===== config.mk =====
export PLATFORM = sky130hd
export DESIGN_NAME = wireless_charge_id_handshake_unit_flat
export DESIGN_NICKNAME = d
export VERILOG_FILES = /design/src/hdl/wchid_pkg.sv /design/src/hdl/wchid_in_if.sv /design/src/hdl/wchid_out_if.sv /design/src/hdl/wireless_charge_id_handshake_unit.sv /design/src/hdl/wchid_cfg.sv /design/src/hdl/wchid_core.sv /design/src/flat_wrapper.sv
export SDC_FILE = /design/constraint.sdc
export NUM_CORES = 1
export LEC_CHECK = 0
export ABC_AREA = 1
export BUFFER_PORTS_ARGS = -buffer_cell sky130_fd_sc_hd__buf_4
export CORE_MARGIN = 4
export CORE_UTILIZATION = 50
export CTS_CLUSTER_DIAMETER = 30
export DETAILED_ROUTE_END_ITERATION = 7
export GPL_ROUTABILITY_DRIVEN = 0
export HOLD_SLACK_MARGIN = 0.12
export PLACE_DENSITY = 0.72
export SLEW_MARGIN = 20
export SYNTH_ARGS = -nofsm -noshare
export SYNTH_HDL_FRONTEND = slang
export SYNTH_SLANG_ARGS = --single-unit

===== constraint.sdc =====
create_clock -name clk -period 3.1 [get_ports clk]
set_input_delay 0.155 -clock clk [delete_from_list [all_inputs] [get_ports clk]]
set_output_delay 0.155 -clock clk [all_outputs]
set_load 0.1 [all_outputs]

===== src/hdl/wchid_pkg.sv =====
package wchid_pkg;

	localparam int ADDR_W     = 48;
	localparam int CFG_DATA_W = 48;
	localparam int CFG_IDX_W  = 2;

	localparam logic [CFG_IDX_W-1:0] REG_DEVICE_ADDRESS   = 2'd0;
	localparam logic [CFG_IDX_W-1:0] REG_HEADER_BYTE      = 2'd1;
	localparam logic [CFG_IDX_W-1:0] REG_EXPECTED_CHIP_ID = 2'd2;
	localparam logic [CFG_IDX_W-1:0] REG_TIMEOUT_TICKS    = 2'd3;

	localparam logic [15:0] CHIP_ID_RESET = 16'd38176;
	localparam logic [15:0] TIMEOUT_RESET = 16'd2000;
	localparam logic [15:0] TICKS_MAX     = 16'hFFFF;

	localparam logic [2:0] STAGE_ID  = 3'd0;
	localparam logic [2:0] STAGE_LDO = 3'd1;
	localparam logic [2:0] STAGE_B6  = 3'd2;
	localparam logic [2:0] STAGE_B7  = 3'd3;

	localparam logic [1:0] STATUS_RUNNING = 2'd0;
	localparam logic [1:0] STATUS_DONE    = 2'd1;
	localparam logic [1:0] STATUS_TIMEOUT = 2'd2;

	localparam logic [7:0] FLAG_LDO   = 8'h40;
	localparam logic [7:0] FLAG_REPLY = 8'h10;
	localparam logic [7:0] ACK_A      = 8'h1E;
	localparam logic [7:0] ACK_B      = 8'hFF;

	localparam logic [7:0] PKT_CHECK = 8'hC1;
	localparam logic [7:0] PKT_ADDR  = 8'hB6;
	localparam logic [7:0] PKT_SWAP  = 8'hB7;

	localparam logic [1:0] GRP_CHECK = 2'd0;
	localparam logic [1:0] GRP_ADDR  = 2'd1;
	localparam logic [1:0] GRP_SWAP  = 2'd2;

	typedef struct packed {
		logic [ADDR_W-1:0] device_address;
		logic [7:0]        header_byte;
		logic [15:0]       expected_chip_id;
		logic [15:0]       timeout_ticks;
	} cfg_t;

	typedef struct packed {
		logic [15:0] chip_id;
		logic [7:0]  int_flags;
		logic [7:0]  ack_first;
		logic [7:0]  ack_second;
		logic        link_ready;
	} in_item_t;

	typedef struct packed {
		logic        send_packet;
		logic [7:0]  packet_header;
		logic [7:0]  packet_type;
		logic [23:0] payload;
		logic        charge_start;
		logic        discharge_request;
		logic        charger_present;
		logic [1:0]  init_status;
		logic [2:0]  stage;
	} out_item_t;

	function automatic logic [23:0] payload_of(input logic [ADDR_W-1:0] addr,
		input logic [1:0] grp);
		logic [7:0]  m [6];
		logic [7:0]  a;
		logic [7:0]  b;
		logic [7:0]  x;
		logic [23:0] r;
		for (int k = 0; k < 6; k++) begin
			m[k] = addr[ADDR_W-1-8*k -: 8];
		end
		r = '0;
		for (int i = 0; i < 3; i++) begin
			a = {m[i+3][3:0], m[i][7:4]};
			b = {m[i][3:0], m[i+3][7:4]};
			x = a ^ b;
			case (grp)
				GRP_ADDR:  r[23-8*i -: 8] = a;
				GRP_SWAP:  r[23-8*i -: 8] = b;
				default:   r[23-8*i -: 8] = {x[3:0], x[7:4]};
			endcase
		end
		return r;
	endfunction

endpackage


===== src/hdl/wchid_in_if.sv =====
interface wchid_in_if;
	logic        valid;
	logic        ready;
	logic [15:0] chip_id;
	logic [7:0]  int_flags;
	logic [7:0]  ack_first;
	logic [7:0]  ack_second;
	logic        link_ready;

	modport source (output valid, chip_id, int_flags, ack_first, ack_second, link_ready,
		input ready);
	modport sink (input valid, chip_id, int_flags, ack_first, ack_second, link_ready,
		output ready);
endinterface


===== src/hdl/wchid_out_if.sv =====
interface wchid_out_if;
	logic        valid;
	logic        ready;
	logic        send_packet;
	logic [7:0]  packet_header;
	logic [7:0]  packet_type;
	logic [23:0] payload;
	logic        charge_start;
	logic        discharge_request;
	logic        charger_present;
	logic [1:0]  init_status;
	logic [2:0]  stage;

	modport source (output valid, send_packet, packet_header, packet_type, payload,
		charge_start, discharge_request, charger_present, init_status, stage,
		input ready);
	modport sink (input valid, send_packet, packet_header, packet_type, payload,
		charge_start, discharge_request, charger_present, init_status, stage,
		output ready);
endinterface


===== src/hdl/wireless_charge_id_handshake_unit.sv =====
// Charger identification handshake, one item per tick.
// Channel in carries the tick: chip identity read, interrupt flags, the two
// acknowledge bytes and whether the transmit path takes a packet this tick.
// Channel out returns exactly one item per tick: the packet to send (if any),
// the charge and discharge pulses, presence, status and the stage after it.
// Configuration is a write port (cfg_we, cfg_index, cfg_data); write only
// while no tick is in flight.
// An accepted tick passes the input register, then the result register, before
// it shows on out. Throughput: one tick per cycle while out does not stall; the
// handshake state is updated in the same cycle the result register loads.
// Reset clears the stage, tick counter, status and presence, and loads the
// registers with their reset values (expected id 0x9520, timeout 2000).
// When out stalls, the result register holds and the input register still
// takes one more tick; then in.ready drops until out drains.
module wireless_charge_id_handshake_unit
	import wchid_pkg::*;
(
	input  logic                  clk,
	input  logic                  arst_n,
	wchid_in_if.sink              in,
	wchid_out_if.source           out,
	input  logic                  cfg_we,
	input  logic [CFG_IDX_W-1:0]  cfg_index,
	input  logic [CFG_DATA_W-1:0] cfg_data
);

	cfg_t      cfg;
	in_item_t  item_s1;
	logic      valid_s1;
	out_item_t res;
	out_item_t res_s2;
	logic      valid_s2;
	logic      take_s2;
	logic      halted;

	wchid_cfg u_cfg (
		.clk    (clk),
		.arst_n (arst_n),
		.we     (cfg_we),
		.index  (cfg_index),
		.data   (cfg_data),
		.cfg    (cfg)
	);

	assign take_s2  = valid_s1 && (!valid_s2 || out.ready);
	assign in.ready = !valid_s1 || take_s2;

	always_ff @(posedge clk or negedge arst_n) begin
		if (!arst_n) begin
			valid_s1 <= 1'b0;
		end else if (in.ready) begin
			valid_s1 <= in.valid;
		end
	end

	always_ff @(posedge clk) begin
		if (in.ready && in.valid) begin
			item_s1 <= '{chip_id: in.chip_id, int_flags: in.int_flags,
				ack_first: in.ack_first, ack_second: in.ack_second,
				link_ready: in.link_ready};
		end
	end

	wchid_core u_core (
		.clk    (clk),
		.arst_n (arst_n),
		.cfg    (cfg),
		.step   (take_s2),
		.item   (item_s1),
		.res    (res),
		.halted (halted)
	);

	always_ff @(posedge clk or negedge arst_n) begin
		if (!arst_n) begin
			valid_s2 <= 1'b0;
		end else if (!valid_s2 || out.ready) begin
			valid_s2 <= valid_s1;
		end
	end

	always_ff @(posedge clk) begin
		if (take_s2) begin
			res_s2 <= res;
		end
	end

	assign out.valid             = valid_s2;
	assign out.send_packet       = res_s2.send_packet;
	assign out.packet_header     = res_s2.packet_header;
	assign out.packet_type       = res_s2.packet_type;
	assign out.payload           = res_s2.payload;
	assign out.charge_start      = res_s2.charge_start;
	assign out.discharge_request = res_s2.discharge_request;
	assign out.charger_present   = res_s2.charger_present;
	assign out.init_status       = res_s2.init_status;
	assign out.stage             = res_s2.stage;

	a_charge_stage: assert property (@(posedge clk) disable iff (!arst_n)
		(out.valid && out.charge_start) |-> (out.stage == STAGE_LDO && out.charger_present))
		else $error("charge pulse without move to LDO stage");

	a_discharge_quiet: assert property (@(posedge clk) disable iff (!arst_n)
		(out.valid && out.discharge_request) |-> (out.stage == STAGE_ID && !out.send_packet))
		else $error("discharge pulse outside identity stage");

	a_full_stall: assert property (@(posedge clk) disable iff (!arst_n)
		(valid_s1 && valid_s2 && !out.ready) |-> !in.ready)
		else $error("input taken while both registers are full");

	a_halt_quiet: assert property (@(posedge clk) disable iff (!arst_n)
		(take_s2 && halted) |=> (!res_s2.send_packet && !res_s2.charge_start
			&& !res_s2.discharge_request))
		else $error("activity after sequence halted");

endmodule


===== src/hdl/wchid_cfg.sv =====
module wchid_cfg
	import wchid_pkg::*;
(
	input  logic                  clk,
	input  logic                  arst_n,
	input  logic                  we,
	input  logic [CFG_IDX_W-1:0]  index,
	input  logic [CFG_DATA_W-1:0] data,
	output cfg_t                  cfg
);

	cfg_t cfg_q;

	always_ff @(posedge clk or negedge arst_n) begin
		if (!arst_n) begin
			cfg_q.device_address   <= '0;
			cfg_q.header_byte      <= '0;
			cfg_q.expected_chip_id <= CHIP_ID_RESET;
			cfg_q.timeout_ticks    <= TIMEOUT_RESET;
		end else if (we) begin
			case (index)
				REG_DEVICE_ADDRESS:   cfg_q.device_address   <= data[ADDR_W-1:0];
				REG_HEADER_BYTE:      cfg_q.header_byte      <= data[7:0];
				REG_EXPECTED_CHIP_ID: cfg_q.expected_chip_id <= data[15:0];
				REG_TIMEOUT_TICKS:    cfg_q.timeout_ticks    <= data[15:0];
				default: ;
			endcase
		end
	end

	assign cfg = cfg_q;

endmodule


===== src/hdl/wchid_core.sv =====
module wchid_core
	import wchid_pkg::*;
(
	input  logic      clk,
	input  logic      arst_n,
	input  cfg_t      cfg,
	input  logic      step,
	input  in_item_t  item,
	output out_item_t res,
	output logic      halted
);

	logic [2:0]  stage_q, stage_d;
	logic [15:0] elapsed_q, elapsed_d;
	logic [1:0]  status_q, status_d;
	logic        present_q, present_d;
	logic        halted_q, halted_d;

	logic        send, chg, dis, ack_ok;
	logic [7:0]  ptype;
	logic [1:0]  grp;

	always_ff @(posedge clk or negedge arst_n) begin
		if (!arst_n) begin
			stage_q   <= STAGE_ID;
			elapsed_q <= '0;
			status_q  <= STATUS_RUNNING;
			present_q <= 1'b0;
			halted_q  <= 1'b0;
		end else if (step) begin
			stage_q   <= stage_d;
			elapsed_q <= elapsed_d;
			status_q  <= status_d;
			present_q <= present_d;
			halted_q  <= halted_d;
		end
	end

	always_comb begin
		ack_ok    = ((item.int_flags & FLAG_REPLY) != '0) && item.ack_first == ACK_A
			&& item.ack_second == ACK_B;
		send      = 1'b0;
		chg       = 1'b0;
		dis       = 1'b0;
		ptype     = '0;
		grp       = GRP_CHECK;
		stage_d   = stage_q;
		elapsed_d = elapsed_q;
		status_d  = status_q;
		present_d = present_q;
		halted_d  = halted_q;
		if (!halted_q) begin
			case (stage_q)
				STAGE_ID: begin
					if (item.chip_id == cfg.expected_chip_id) begin
						chg       = 1'b1;
						present_d = 1'b1;
						stage_d   = STAGE_LDO;
					end else begin
						dis = 1'b1;
					end
				end
				STAGE_LDO: begin
					if ((item.int_flags & FLAG_LDO) != '0) begin
						send  = 1'b1;
						ptype = PKT_CHECK;
						grp   = GRP_CHECK;
					end
				end
				STAGE_B6: begin
					if (ack_ok) begin
						send  = 1'b1;
						ptype = PKT_ADDR;
						grp   = GRP_ADDR;
					end
				end
				STAGE_B7: begin
					if (ack_ok) begin
						send  = 1'b1;
						ptype = PKT_SWAP;
						grp   = GRP_SWAP;
					end
				end
				default: begin
					status_d = STATUS_DONE;
					halted_d = 1'b1;
				end
			endcase
			if (send && item.link_ready) begin
				stage_d = stage_q + 3'd1;
			end
			if (elapsed_q != TICKS_MAX) begin
				elapsed_d = elapsed_q + 16'd1;
			end
			if (elapsed_d >= cfg.timeout_ticks) begin
				status_d = STATUS_TIMEOUT;
			end
		end
	end

	always_comb begin
		res.send_packet       = send;
		res.packet_header     = send ? cfg.header_byte : 8'd0;
		res.packet_type       = ptype;
		res.payload           = send ? payload_of(cfg.device_address, grp) : 24'd0;
		res.charge_start      = chg;
		res.discharge_request = dis;
		res.charger_present   = present_d;
		res.init_status       = status_d;
		res.stage             = stage_d;
	end

	assign halted = halted_q;

endmodule


===== src/flat_wrapper.sv =====
// flat-port wrapper written by rule: the top's interface ports become plain ports
module wireless_charge_id_handshake_unit_flat import wchid_pkg::*;
  (clk, arst_n, cfg_we, cfg_index, cfg_data, in_valid, in_chip_id, in_int_flags, in_ack_first, in_ack_second, in_link_ready, in_ready, out_valid, out_send_packet, out_packet_header, out_packet_type, out_payload, out_charge_start, out_discharge_request, out_charger_present, out_init_status, out_stage, out_ready);
  wchid_in_if in_i ();
  wchid_out_if out_i ();
  input  logic clk;
  input  logic arst_n;
  input  logic cfg_we;
  input  logic [CFG_IDX_W-1:0] cfg_index;
  input  logic [CFG_DATA_W-1:0] cfg_data;
  input wire logic [$bits(in_i.valid)-1:0] in_valid;
  input wire logic [$bits(in_i.chip_id)-1:0] in_chip_id;
  input wire logic [$bits(in_i.int_flags)-1:0] in_int_flags;
  input wire logic [$bits(in_i.ack_first)-1:0] in_ack_first;
  input wire logic [$bits(in_i.ack_second)-1:0] in_ack_second;
  input wire logic [$bits(in_i.link_ready)-1:0] in_link_ready;
  output wire logic [$bits(in_i.ready)-1:0] in_ready;
  output wire logic [$bits(out_i.valid)-1:0] out_valid;
  output wire logic [$bits(out_i.send_packet)-1:0] out_send_packet;
  output wire logic [$bits(out_i.packet_header)-1:0] out_packet_header;
  output wire logic [$bits(out_i.packet_type)-1:0] out_packet_type;
  output wire logic [$bits(out_i.payload)-1:0] out_payload;
  output wire logic [$bits(out_i.charge_start)-1:0] out_charge_start;
  output wire logic [$bits(out_i.discharge_request)-1:0] out_discharge_request;
  output wire logic [$bits(out_i.charger_present)-1:0] out_charger_present;
  output wire logic [$bits(out_i.init_status)-1:0] out_init_status;
  output wire logic [$bits(out_i.stage)-1:0] out_stage;
  input wire logic [$bits(out_i.ready)-1:0] out_ready;
  assign in_i.valid = in_valid;
  assign in_i.chip_id = in_chip_id;
  assign in_i.int_flags = in_int_flags;
  assign in_i.ack_first = in_ack_first;
  assign in_i.ack_second = in_ack_second;
  assign in_i.link_ready = in_link_ready;
  assign in_ready = in_i.ready;
  assign out_valid = out_i.valid;
  assign out_send_packet = out_i.send_packet;
  assign out_packet_header = out_i.packet_header;
  assign out_packet_type = out_i.packet_type;
  assign out_payload = out_i.payload;
  assign out_charge_start = out_i.charge_start;
  assign out_discharge_request = out_i.discharge_request;
  assign out_charger_present = out_i.charger_present;
  assign out_init_status = out_i.init_status;
  assign out_stage = out_i.stage;
  assign out_i.ready = out_ready;
  wireless_charge_id_handshake_unit u_core (.clk(clk), .arst_n(arst_n), .in(in_i), .out(out_i), .cfg_we(cfg_we), .cfg_index(cfg_index), .cfg_data(cfg_data));
endmodule

==> flow_summary_export.csv, run 1 <==
group,metric,value,unit
worst_setup_path,cp_cell_sequence,"ha_2 -> nand2_2 -> nor2_4 -> nand3_2 -> nor2_2 -> inv_2 -> nor2_4 -> nand3_1 -> and2_4 -> ha_1 -> nand2_1 -> nor3_2 -> nand3_1 -> nand3_1 -> nand2_1 -> nand2_1 -> nand2_1 -> nand2_1",
detailed_routing,vias,6908,
cts,clockBufferDepth,2,
power,p_int,4662,uW
power,p_clk_share,30.8,%
placement,place_hpwl,13660,um
sta,finalSetupViolCount,0,
final_layout,syn2layout_area_growth,29.78,%
floorplan,ios,147,
floorplan,core,17540,sq um
global_route,grt_max_degree,65,
sta,rsz0062_at_grt,"false",
placement,port_buffers,139,
final_layout,post-route-util,67.07,%
global_route,grt_pass1_vias,6761,
detailed_routing,wl_per_cell,15.59,um
floorplan,start_util,51.68,%
worst_setup_path,end_kind,"register",
global_route,grt-ovfl-total,0,
cts,post-cts-setup-buffers,0,
cts,cts_root_buffer,"clkbuf_16",
yosys,ys_warn_count,0,
worst_setup_path,cp_top_family,"simple AND/OR/NAND/NOR gates",
sta,fin_skew,13.55,ps
final_layout,fin_nets,1225,
power,p_per_area,577.0,nW/um^2
worst_setup_path,path_max_fanout,5,
sta,period_needed,2750,ps
flow_run,drv_cap,0,
global_route,grt_use_total,21.04,%
worst_setup_path,worstPathRequired,3470,ps
final_layout,drive_gt1_share,24.42,%
worst_setup_path,arrival,3120,ps
worst_setup_path,critPathLaunchType,"register",
cts,cts_tree,"done",
yosys,synth_edf_count,80,
power,p_sw,2125,uW
yosys,synth.distinct_cells,43,
yosys,yosysTopAreaCellShare,28.17,%
yosys,async_reset_ff_share,58.55,%
global_route,antenna_found_initial,0,
detailed_routing,drt_first_pass_iters,5,
outcome,outcome,"completed",
worst_setup_path,path_buf_inv,1,
sta,period_share,88.73,%
yosys,syn-num-nets,1003,
detailed_routing,drt_iter0_drc,411,
floorplan,rows,48,
yosys,ys_seq_area_share,57.86,%
yosys,synthCells,883,
power,p_leak,0.005461,uW
min_path,hp-class,"input port to register",
sta,finalSetupTns,0,ps
sta,slew_violations,0,
cts,clock-sinks,193,
floorplan,die_w,142.6,um
yosys,ys_ff_latch,193,
detailed_routing,vias_per_cell,5.144,
yosys,syn_area_per_cell,10.26,sq um
worst_setup_path,critical_path_class,"register to register",
cts,clk-insertion-delay-late,430,ps
cts,clk_pin_slew_worst_paths,70,ps
sta,maxSlewHeadroom,30.75,%
worst_setup_path,path_common_cell,"nand2_1",
floorplan,dieArea,20340,sq um
yosys,synth_area_leader_cell,"dfrtp_1",
power,peakVddDrop,0.4492,mV
global_route,grt_pass1_wl,33480,um
floorplan,die_h,142.6,um
detailed_routing,routed_wl,20930,um
power,pwr-share-comb,21.7,%
cts,cts_htree_levels,4,
sta,clock.fmax,0.3636,GHz
sta,final-hold-violation-count,0,
yosys,synthTopCellsByArea,"dfrtp_1 28%, edfxtp_1 27%, nand2_1 8.6%, inv_1 4.2%, o21ai_0 4.1%",
yosys,syn_area,9062,sq um
detailed_routing,ant_nets,0,
sta,worst_slew_pin_slew,1036,ps
detailed_routing,drc,0,
worst_setup_path,cpPeakStageDelay,450,ps
worst_setup_path,critPathSlowestCell,"dfrtp_1",
cts,cts_buffers,17,
power,pwr-share-seq,47.5,%
power,power.share.switching,31.31,%
yosys,synth_ff_type,"dfrtp_1",
final_layout,num_antenna_cells,0,
==> through the flow <==
step / cells / hold WS, ps / worst slack, ps / instance area, sq um / total power (uW)
2_1_floorplan: 883 / -140.6 / 351.5 / 9067 / 4255
3_3_place_gp: 1223 / 254.4 / 376.2 / 10310 / 4610
3_5_place_dp: 1223 / 259.0 / 273.0 / 10310 / 4644
4_1_cts: 1343 / 259.9 / 249.8 / 11750 / 6828
5_1_grt: 1343 / 331.6 / 21.81 / 11760 / 7095
6_report: 1343 / 283.0 / 349.5 / 11760 / 6787
==> state kept, by name (all words and copies together), names as in the netlist, 3 cells and up <==
register	cells
u_core.out.stage	3
u_core.out.payload	24
u_core.u_core.stage_q	3
u_core.out.packet_type	4
u_core.u_core.elapsed_q	16
u_core.out.packet_header	8
u_core.item_s1	35
u_core.u_cfg.cfg	88
==> synth_stat cells (2+ instances only) <==
library cell,instances
nand2_2,4
nand3_1,19
edfxtp_1,80
nor2_2,4
nor2_1,62
dfstp_2,11
o21ai_1,2
inv_1,102
nand2_1,208
nor2_4,2
o21ai_2,2
a221oi_1,18
ha_1,24
dfrtp_1,102
and2_4,2
o21ai_0,75
xor2_1,15
buf_6,4
a21oi_1,13
nand4_1,2
buf_2,5
buf_4,4
a211oi_1,3
a211oi_2,16
mux2_2,32
xnor2_1,18
nand3_2,6
inv_2,8
nor3_1,4
a22o_1,6
clkbuf_1,18
==> placed cells by master, fill, tap and decap left out, drive strengths merged, types with 2 or more instances in the layout <==
| cell | n |
|---|---|
| clkbuf | 22 |
| a21oi | 13 |
| a22o | 6 |
| dfstp | 11 |
| nand4 | 2 |
| nand3 | 25 |
| edfxtp | 80 |
| a211oi | 19 |
| inv | 114 |
| ha | 24 |
| a221oi | 18 |
| and2 | 3 |
| nand2 | 213 |
| nor3 | 6 |
| o21ai | 79 |
| clkinv | 6 |
| dfrtp | 102 |
| dlygate4sd3 | 88 |
| buf | 147 |
| xor2 | 15 |
| nor2 | 68 |
| mux2 | 32 |
| xnor2 | 18 |
==> path summary, 6_finish.rpt <==
path | cells past startpoint | to | start | slack (ps)
min in group asynchronous | 2 | u_core.u_cfg.cfg[63]$_DFFE_PN0P_ | arst_n | 310
max in group asynchronous | 3 | u_core.u_cfg.cfg[26]$_DFFE_PN1P_ | arst_n | 1960
min reg2reg | 2 | u_core.u_core.present_q$_DFFE_PN0P_ | u_core.u_core.present_q$_DFFE_PN0P_ | 480
min | 5 | u_core.u_cfg.cfg[28]$_DFFE_PN1P_ | cfg_index[1] | 280
max reg2reg | 18 | u_core.u_core.status_q[1]$_DFFE_PN0P_ | u_core.u_core.elapsed_q[0]$_DFFE_PN0P_ | 350
max | 18 | u_core.u_core.status_q[1]$_DFFE_PN0P_ | u_core.u_core.elapsed_q[0]$_DFFE_PN0P_ | 350
==> layout make-up <==
cell class	count	area [sq um]
fill	1301	5776
tap	225	281.5
timing repair buffer	235	2009
clock inverter	10	71.32
sequential	193	5244
multi-input combinational	548	3247
inverter	110	412.9
clock buffer	22	495.5
==> what timing repair did <==
| item | 4_1_cts | 5_1_grt |
|---|---|---|
| hold buffers | 88 | 0 |
| resized for setup | 0 | 2 |
| endpoints found under the setup margin | 0 | 1 |
| endpoints found under the hold margin | 172 | 0 |
==> routing by layer <==
layer	GRT usage (%)	routed length, um
met2	35.24	10410
met1	27.06	8924
met5	0	0
met3	5.090	1182
met4	6.903	413
==> cells by family (layout without fill, tap and decap cells) <==
logic type	after synthesis	after routing	synth area share (%)
simple gates	319	319	14.88
buf+inv	142	377	6.447
flops	193	193	57.86
other cells	1	1	0.04138
fa+ha+maj	24	24	3.314
compound gates	139	139	10.29
mux	32	32	3.976
xor+xnor	33	33	3.189
==> power groups by stage <==
stage | Combinational (uW) | Clock [uW] | Sequential [uW]
floorplan | 552 | 0 | 3700
global placement | 1350 | 0 | 3260
detailed placement | 1380 | 0 | 3270
CTS | 1480 | 2130 | 3220
global route | 1590 | 2240 | 3260
finish | 1470 | 2090 | 3220
==> worst register-to-register path: stages (launching register included) <==
cell and delay [ps]:
dfrtp_1 450, ha_2 260, nand2_2 80, nor2_4 90
nand3_2 120, nor2_2 150, inv_2 70, nor2_4 80
nand3_1 70, and2_4 170, ha_1 260, nand2_1 90
nor3_2 240, nand3_1 90, nand3_1 140, nand2_1 80
nand2_1 90, nand2_1 60, nand2_1 80
Power figures use the tool's default switching activity.
==> run 2, diff against run 1 <==
--- a/config.mk
+++ b/config.mk
@@ -7,6 +7,7 @@
 export LEC_CHECK = 0
 export ABC_AREA = 1
 export BUFFER_PORTS_ARGS = -buffer_cell sky130_fd_sc_hd__buf_4
+export CORE_ASPECT_RATIO = 0.8
 export CORE_MARGIN = 4
 export CORE_UTILIZATION = 50
 export CTS_CLUSTER_DIAMETER = 30
==> flow_summary_export.csv, run 2 (same netlist as run 1, synthesis figures left out) <==
group,metric,value,unit
worst_setup_path,cp_cell_sequence,"ha_2 -> nand2_2 -> nor2_4 -> nand3_2 -> nor2_2 -> inv_2 -> nor2_4 -> nand3_1 -> and2_4 -> ha_1 -> nand2_1 -> nor3_1 -> nand3_1 -> nand3_1 -> a21boi_0",
sta,period_share,91.77,%
detailed_routing,drt_first_pass_iters,4,
sta,finalSetupViolCount,0,
sta,fin_skew,9.852,ps
cts,cts_root_buffer,"clkbuf_16",
detailed_routing,drc,0,
worst_setup_path,end_kind,"register",
global_route,grt_max_degree,65,
outcome,outcome,"completed",
floorplan,die_w,158.5,um
placement,port_buffers,139,
detailed_routing,ant_nets,0,
cts,cts_tree,"done",
global_route,grt_use_total,21.20,%
power,p_leak,0.005456,uW
final_layout,drive_gt1_share,24.42,%
cts,clock-sinks,193,
worst_setup_path,path_buf_inv,1,
flow_run,drv_cap,0,
floorplan,dieArea,20360,sq um
sta,slew_violations,0,
sta,period_needed,2845,ps
floorplan,core,17540,sq um
cts,clockBufferDepth,2,
worst_setup_path,critPathSlowestCell,"dfrtp_1",
worst_setup_path,rr_worst_depth,15,
final_layout,num_antenna_cells,0,
detailed_routing,vias,6786,
final_layout,fin_nets,1225,
final_layout,syn2layout_area_growth,29.67,%
worst_setup_path,path_max_fanout,5,
worst_setup_path,cp_top_family,"simple AND/OR/NAND/NOR gates",
cts,clk_pin_slew_worst_paths,70,ps
floorplan,ios,147,
worst_setup_path,critPathLaunchType,"register",
sta,clock.fmax,0.3515,GHz
floorplan,start_util,51.67,%
power,p_per_area,573.3,nW/um^2
detailed_routing,drt_iter0_drc,400,
global_route,grt_pass1_vias,6789,
min_path,hold_path_depth,3,
sta,maxSlewHeadroom,29.53,%
worst_setup_path,path_common_cell,"nand3_1",
worst_setup_path,arrival,3010,ps
sta,rsz0062_at_grt,"false",
sta,final-hold-violation-count,0,
cts,post-cts-setup-buffers,0,
global_route,grt_pass1_wl,33990,um
sta,worst_slew_pin_slew,1057,ps
floorplan,rows,43,
final_layout,largest_register_ffs,88,
detailed_routing,vias_per_cell,5.053,
worst_setup_path,path_depth,15,
placement,place_hpwl,13770,um
global_route,antenna_found_initial,0,
sta,finalSetupTns,0,ps
cts,clk-insertion-delay-late,430,ps
detailed_routing,wl_per_cell,15.48,um
global_route,grt-ovfl-total,0,
floorplan,die_h,128.4,um
worst_setup_path,critical_path_class,"register to register",
worst_setup_path,worstPathRequired,3270,ps
cts,cts_htree_levels,4,
min_path,hp-class,"input port to register",
detailed_routing,routed_wl,20790,um
worst_setup_path,cpPeakStageDelay,410,ps
power,total_power,6737,uW
final_layout,mostFrequentLayoutCell,"nand2_1",
final_layout,final_cell_mix,"208 x nand2_1, 145 x buf_4, 102 x dfrtp_1",
power,peakVddDrop,0.3703,mV
cts,cts_buffers,17,
[run 2: cell count changes in the layout (fill, tap and decap cells not counted), sizes merged]
cell         before  now
clkinvlp          0    4
clkbuf           22   20
buf             147  148
clkinv            6    5
dlygate4sd3      88   87
inv             114  113
[run 2: what timing repair did]
action / CTS / global route
hold endpoints to repair: 172 / 0
gates resized for setup: 0 / 2
hold buffers: 87 / 0
endpoints found under the setup margin: 0 / 4
[run 2: path summary, 6_finish.rpt]
kind,start,end,slack (ps)
worst max-delay path,u_core.u_core.elapsed_q[1]$_DFFE_PN0P_,u_core.out.init_status[0]$_DFFE_PP_,260
worst min-delay path,cfg_data[6],u_core.u_cfg.cfg[6]$_DFFE_PN1P_,140
worst max register to register,u_core.u_core.elapsed_q[1]$_DFFE_PN0P_,u_core.out.init_status[0]$_DFFE_PP_,260
worst min register to register,u_core.u_core.present_q$_DFFE_PN0P_,u_core.u_core.present_q$_DFFE_PN0P_,470
max in group asynchronous,arst_n,u_core.u_cfg.cfg[24]$_DFFE_PN1P_,1900
min in group asynchronous,arst_n,u_core.u_cfg.cfg[79]$_DFFE_PN0P_,370
[run 2: layer usage]
metal,vias to the layer above,track usage [%],share of wire [%]
met5,-,0,0
li1,3365,-,-
met3,33,4.270,5.4
met4,0,5.968,2.0
met1,3185,29.62,46
met2,203,34.05,47
[run 2: stage by stage]
stage / worst slack (ps) / hold WS, ps / cells / util, % / cell area [sq um]
2_1_floorplan: 351.5 / -140.6 / 883 / - / 9067
3_3_place_gp: 347.1 / 291.2 / 1224 / 58.87 / 10330
3_5_place_dp: 251.7 / 291.7 / 1224 / 58.87 / 10330
4_1_cts: 247.0 / 122.1 / 1343 / 66.93 / 11740
5_1_grt: 0.3821 / 147.2 / 1343 / 67.00 / 11750
6_report: 255.0 / 139.1 / 1343 / 67.00 / 11750
[run 2: where the power goes]
part	internal [uW]	switching, uW
clock	1070	967
combinational	501	975
sequential	3010	209
total	4590	2150
[run 2: cell type report]
cell class                      instances  area, sq um
Fill cell                            1319         5788
Sequential cell                       193         5244
Multi-Input combinational cell        548         3252
Timing Repair Buffer                  235         2019
Clock buffer                           20        456.7
Inverter                              110        412.9
Tap cell                              225        281.5
Clock inverter                         12        85.08
[run 2: worst min-delay path: stages]
cell	delay, ps
buf_4	80
inv_1	100
o21ai_0	190
